**src/rtl/msort_pkg.sv**
```systemverilog
// Shared types for the merge sorter: cell commands and controller states.
package msort_pkg;

	typedef enum logic [1:0] {
		CMD_HOLD,
		CMD_INSERT,
		CMD_SHIFT
	} cmd_t;

	typedef enum logic {
		ST_LOAD,
		ST_DRAIN
	} state_t;

	// Command that the controller broadcasts to every cell.
	typedef struct packed {
		cmd_t cmd;
	} cell_ctl_t;

endpackage

```
**src/rtl/msort_cell.sv**
```systemverilog
// One cell of the sorting chain: holds a key and its valid bit.
module msort_cell #(
	parameter int KEY_BITS = 32
) (
	input  logic                       clk,
	input  logic                       arst_n,
	input  msort_pkg::cell_ctl_t       ctl,
	input  logic signed [KEY_BITS-1:0] new_key,
	input  logic signed [KEY_BITS-1:0] prev_key,
	input  logic                       prev_valid,
	input  logic                       prev_take,
	input  logic signed [KEY_BITS-1:0] next_key,
	input  logic                       next_valid,
	output logic signed [KEY_BITS-1:0] cell_key,
	output logic                       cell_valid,
	output logic                       take
);
	import msort_pkg::*;

	logic signed [KEY_BITS-1:0] key_q;
	logic                       valid_q;

	// The new word belongs at or ahead of this cell when the cell is empty or
	// holds a strictly larger key; equal keys stay ahead, which keeps order stable.
	assign take       = !valid_q || (new_key < key_q);
	assign cell_key   = key_q;
	assign cell_valid = valid_q;

	always_ff @(posedge clk or negedge arst_n) begin
		if (!arst_n) begin
			valid_q <= 1'b0;
		end else begin
			case (ctl.cmd)
				CMD_INSERT: begin
					if (prev_take) begin
						valid_q <= prev_valid;
					end else if (take) begin
						valid_q <= 1'b1;
					end
				end
				CMD_SHIFT: valid_q <= next_valid;
				default:   valid_q <= valid_q;
			endcase
		end
	end

	always_ff @(posedge clk) begin
		case (ctl.cmd)
			CMD_INSERT: begin
				if (prev_take) begin
					key_q <= prev_key;
				end else if (take) begin
					key_q <= new_key;
				end
			end
			CMD_SHIFT: key_q <= next_key;
			default:   key_q <= key_q;
		endcase
	end

endmodule

```
**config.mk**
```make
export PLATFORM = sky130hd
export DESIGN_NAME = msort_cell
export DESIGN_NICKNAME = d
export VERILOG_FILES = /design/src/rtl/msort_pkg.sv /design/src/rtl/msort_cell.sv
export SDC_FILE = /design/constraint.sdc
export NUM_CORES = 1
export LEC_CHECK = 0
export ABC_CLOCK_PERIOD_IN_PS = 6510
export BUFFER_PORTS_ARGS = -buffer_cell sky130_fd_sc_hd__buf_2
export CAP_MARGIN = 20
export CORE_UTILIZATION = 49
export CTS_CLUSTER_SIZE = 40
export DETAILED_ROUTE_END_ITERATION = 6
export PLACE_DENSITY = 0.95
export REMOVE_ABC_BUFFERS = 1
export SYNTH_ARGS = -nofsm -noshare
export SYNTH_HDL_FRONTEND = slang
export SYNTH_SLANG_ARGS = --single-unit
```
**constraint.sdc**
```tcl
create_clock -name clk -period 6.51 [get_ports clk]
set_input_delay 0.9765 -clock clk [delete_from_list [all_inputs] [get_ports clk]]
set_output_delay 0.9765 -clock clk [all_outputs]
set_load 0.01 [all_outputs]
```
; Yosys cells after proc, flatten, opt, wreduce, memory -nomap -nowiden
; Cells that the tools add are included.
[word_totals]
input_bits = 103
reg_bits = 33
out_inout_bits = 34
[classes]
mux = 6
n_reduce_logical = 4
order_cmp = 1
eq_ne = 3
[ops]
columns = operator, n
row1 = 32-bit 2-to-1 mux, 2
row2 = 32-bit case mux with 2 select lines, 1
row3 = 32-bit < comparator, 1
row4 = 3-bit != test (second input constant), 1
row5 = 2-bit by 1-bit equality test with 1-bit output (second input constant), 1
row6 = 2-bit equality test (second input constant), 1
row7 = 1-bit 2-to-1 mux, 2
row8 = 1-bit case mux with 2 select lines, 1
row9 = 2-bit AND reduction, 1
row10 = 2-bit nonzero test, 1
row11 = 1-bit logical NOT, 1
row12 = 1-bit logical OR, 1

; Depth between registers and ports, before layout
[logic_depth]
word_depth = 5
ltp_mapped = 8
mapped_depth_nobuf = 8

; Worst setup path before layout
; Ideal clock, no wire load.
[synth_timing]
path_type = input -> register
startpoint = in new_key[31]
endpoint = reg key_q[0], in the netlist cell_key[0], enable pin
path_stages = 6
required_time_ps = 6117
arrival_time_ps = 3246
setup_slack_ps = 2872
setup_time_ps = 393
path_cell_list = ha_1 -> and4_1 -> nand4_1 -> or4_4 -> a31oi_4 -> o311a_1
[synth_between]
elab_chain_len = 4
[synth_lines]
columns = item, line_no
row1 = start: declaration, msort_cell.sv:8  ; input logic signed [KEY_BITS-1:0] new_key,
row2 = 32-bit < comparator, msort_cell.sv:25  ; assign take = !valid_q || (new_key < key_q);
row3 = 1-bit logical OR, msort_cell.sv:25
row4 = 3-bit != test (no line), -
row5 = 2-bit AND reduction (no line), -
row6 = end signal: assignment, msort_cell.sv:51  ; key_q <= prev_key;
row7 = end signal: assignment, msort_cell.sv:53  ; key_q <= new_key;
row8 = end signal: assignment, msort_cell.sv:56  ; CMD_SHIFT: key_q <= next_key;
row9 = end: declaration, msort_cell.sv:20  ; logic signed [KEY_BITS-1:0] key_q;
; No other way between the ends.
; A chain may end at the register's enable or synchronous reset.

; Final worst setup path
[layout_timing]
startpoint = in new_key[31]
endpoint = out take
[layout_between]
elab_chain_len = 2
[layout_lines]
columns = item, line_no
row1 = 32-bit < comparator, msort_cell.sv:25
row2 = 1-bit logical OR, msort_cell.sv:25
row3 = end: declaration, msort_cell.sv:16  ; output logic take
; No other way between the ends.

==> key figures <==
Run status
  – Status: finished, final reports clean

Worst setup path
  – Worst path buffer plus inverter count: 2
  – Crit path arrival time: 2.96 ns
  – Startpoint class of the critical path: input pin
  – CP top delay family: simple AND/OR/NAND/NOR gates
  – Worst R2R Setup Slack: 3.24 ns
  – Critical Path, Cell by Cell: buf_2 > ha_1 > and4_1 > nand4_1 > or4_4 > a31oi_4 > o21a_1 > o21ai_2 > buf_2
  – Cell mode on critical path: buf_2
  – Kind of critical path: input pin to output port
  – Worst-path maximum fanout: 6
  – CP required: 5.53 ns
  – Max incr delay on CP: 0.57 ns
  – Crit path capture type: output port
  – Critical-path top delay cell: or4_4

Logic synthesis
  – Synth Area in Compound Gates: 0.1455
  – Post-Synth Simple-Gate Area: 0.1080
  – Yosys reg bits: 33
  – Synth Area in XOR/XNOR: 0.003453
  – Cells after Synth: 259
  – Syn_area_per_cell: 9.792 um^2
  – Adder-cell area share of the yosys netlist: 0.1529
  – Cell Area, Synth: 0.002536 mm^2
  – Mux contribution to synthesized area: 0.1307
  – Synth warn: 0
  – Main combinational cell family by area after synthesis: adder cells
  – Register area share after synthesis: 0.3888
  – Netlist cell types: 36

Die
  – Die H: 73.95 um
  – Die Span X: 73.95 um
  – Num rows: 25
  – Core area: 0.004848 mm^2
  – IO Count: 137
  – Full die area: 0.005468 mm^2
  – Initial core utilization: 0.5231

Power and ir drop
  – Seq pwr share: 0.446
  – Pwr/cell area: 189.6 mW/mm^2
  – Comb power frac: 0.325
  – Switching Share: 0.3133
  – Sw Pwr: 198.5 uW
  – Power Internal: 435.0 uW
  – Clock power share: 0.229
  – Pleak: 1.727 nW
  – Maximum vdd drop: 134.1 uV
  – Total power: 633.5 uW

Hold path
  – Min-Delay Path Class: input pin to async pin

Routing
  – Iteration-0 DRC Markers: 92
  – Vias post-DR: 2398
  – DRC viols: 0
  – ANT nets after route: 0
  – Routed WL: 6.414 mm
  – Vias/cell: 5.213
  – Routed len/inst: 13.94 um
  – First drt pass iteration count: 4

STA
  – Fin crit share: 0.6045
  – Final WS setup: 2.575 ns
  – F_max: 254.1 MHz
  – Layout Skew: 0.003346 ns
  – Final setup viols: 0
  – Tightest Pin Transition: 1.020 ns
  – Fin crit period: 3.935 ns
  – Setup TNS: 0 ns
  – Final Hold Viols: 0
  – RSZ-0062 raised after global routing: no
  – Slew HR: 0.3200
  – Pins Over Slew Limit: 0

Finish
  – Area grow syn2layout: 31.72%
  – Share of layout cells above drive strength 1: 0.3817
  – Commonest non-fill, non-tap cells in the layout: buf_2 (136), nand2_1 (40), o21ai_0 (35)
  – Inserted Diodes: 0
  – Final Net Count: 527
  – Most common cell after layout, fill and taps aside: buf_2

Global route
  – Antenna violations before repair: 0
  – GRT Resource Usage Total: 0.2396
  – GRT met3 Usage: 0.06369
  – Total global routing overflow: 0
  – First-pass GRT wire length: 9.818 mm
  – Vias in the first global route: 2261
  – Routing usage on met2: 0.4444
  – Largest net degree at the start of global routing: 66
  – Grt peak-use layer: met2
  – Routing usage on met1: 0.2569

Clock network
  – H-tree depth: 2
  – CTS resizes: 0
  – Clock buffer depth: 2
  – CTS sink count: 33
  – Hold buffers post-CTS: 0
  – Cts bufs inserted: 5
  – CTS tree: built
  – Reg clk slew, reported paths: 0.07 ns
  – Root Buffer: clkbuf_8
  – Clk_lat worst skew: 0.28 ns
  – Setup bufs post-CTS: 0

Run
  – Reported max-cap violation count: 0

Placement
  – Setup slack at placement: 2.534 ns
  – Routability cong.: 0.7986
  – Number of port buffers: 136
  – HPWL Detailed: 5.083 mm
-- synth_stat cells --
library cell,number,area share
nand2_1,40,0.059
o21ai_0,35,0.069
edfxtp_1,32,0.38
inv_1,32,0.047
mux2i_1,32,0.13
ha_1,31,0.15
clkbuf_1,9,0.013
a21oi_1,7,0.014
a21o_1,4,0.012
nand4_1,4,0.0099
o21a_1,3,0.0089
a221o_1,2,0.0079
a221oi_1,2,0.0069
and4_1,2,0.0069
nand3_1,2,0.0039
nor3_1,2,0.0039
a2111oi_0,1,0.0035
a2bb2oi_1,1,0.0035
a31oi_4,1,0.0084
and2_0,1,0.0025
and2_2,1,0.0030
and4bb_2,1,0.0049
buf_6,1,0.0044
clkbuf_8,1,0.0054
dfrtp_1,1,0.0099
mux2_2,1,0.0044
nand2b_1,1,0.0025
nor2_1,1,0.0015
nor2b_1,1,0.0025
o21ai_1,1,0.0020
o21ai_2,1,0.0035
o22ai_1,1,0.0025
o311a_1,1,0.0039
or4_1,1,0.0030
or4_4,1,0.0044
xor2_1,1,0.0035
-- sequential cells by signal (all words and copies together), names as in the netlist --
register	cells
cell_key	32
cell_valid	1
-- layout make-up --
cell class / count / area [um^2]
clock buffer: 6 / 72.57
clock inverter: 1 / 3.754
fill: 373 / 1508
inverter: 32 / 120.1
multi-input combinational: 183 / 1379
sequential: 33 / 985.9
tap: 67 / 83.83
timing repair buffer: 138 / 695.7
-- path summary, 6_finish.rpt --
| kind | end | depth (start not counted) | from |
|---|---|---|---|
| min | cell_valid$_DFFE_PN0P_ | 1 | arst_n |
| max in group asynchronous | cell_valid$_DFFE_PN0P_ | 1 | arst_n |
| min reg2reg | cell_valid$_DFFE_PN0P_ | 2 | cell_valid$_DFFE_PN0P_ |
| max | take | 9 | new_key[31] |
| max reg2reg | cell_key[1]$_DFFE_PP_ | 8 | cell_key[14]$_DFFE_PP_ |
| min in group clk | cell_valid$_DFFE_PN0P_ | 2 | cell_valid$_DFFE_PN0P_ |
-- power by group through the flow --
stage                     Combinational (mW)  Sequential (mW)  Clock, mW
after floorplan                       0.0973            0.299          0
after global placement                 0.197            0.285          0
after detailed placement               0.207            0.287          0
after CTS                              0.209            0.283      0.148
after global routing                   0.230            0.286      0.158
final                                  0.206            0.283      0.145
-- cell families (layout without fill, tap and decap cells) --
kind of cell             after synthesis  in the layout
flip-flops                            33             33
buffers and inverters                 43            177
AO/OA/AOI/OAI                         60             60
multiplexers                          33             33
AND/OR/NAND/NOR                       58             58
XOR/XNOR                               1              1
adder cells (fa/ha/maj)               31             31
-- stage by stage --
| stage | cell area (um^2) | cells | hold slack (ns) | utilization |
|---|---|---|---|---|
| 6_report | 3341 | 460 | 0.4528 | 0.6890 |
| 5_1_grt | 3341 | 460 | 0.4408 | 0.6890 |
| 4_1_cts | 3341 | 460 | 0.4465 | 0.6890 |
| 3_5_place_dp | 3264 | 453 | 0.7228 | 0.6733 |
| 3_3_place_gp | 3264 | 453 | 0.6883 | 0.6733 |
| 2_1_floorplan | 2477 | 248 | 0.6796 | - |
-- per-layer routing --
layer	share of wire	up-vias	wire, um
li1	-	1200	-
met1	0.40	1079	2560
met2	0.51	105	3253
met3	0.073	14	471
met4	0.020	0	129
met5	0	-	0
(Power assumes the default switching activity.)
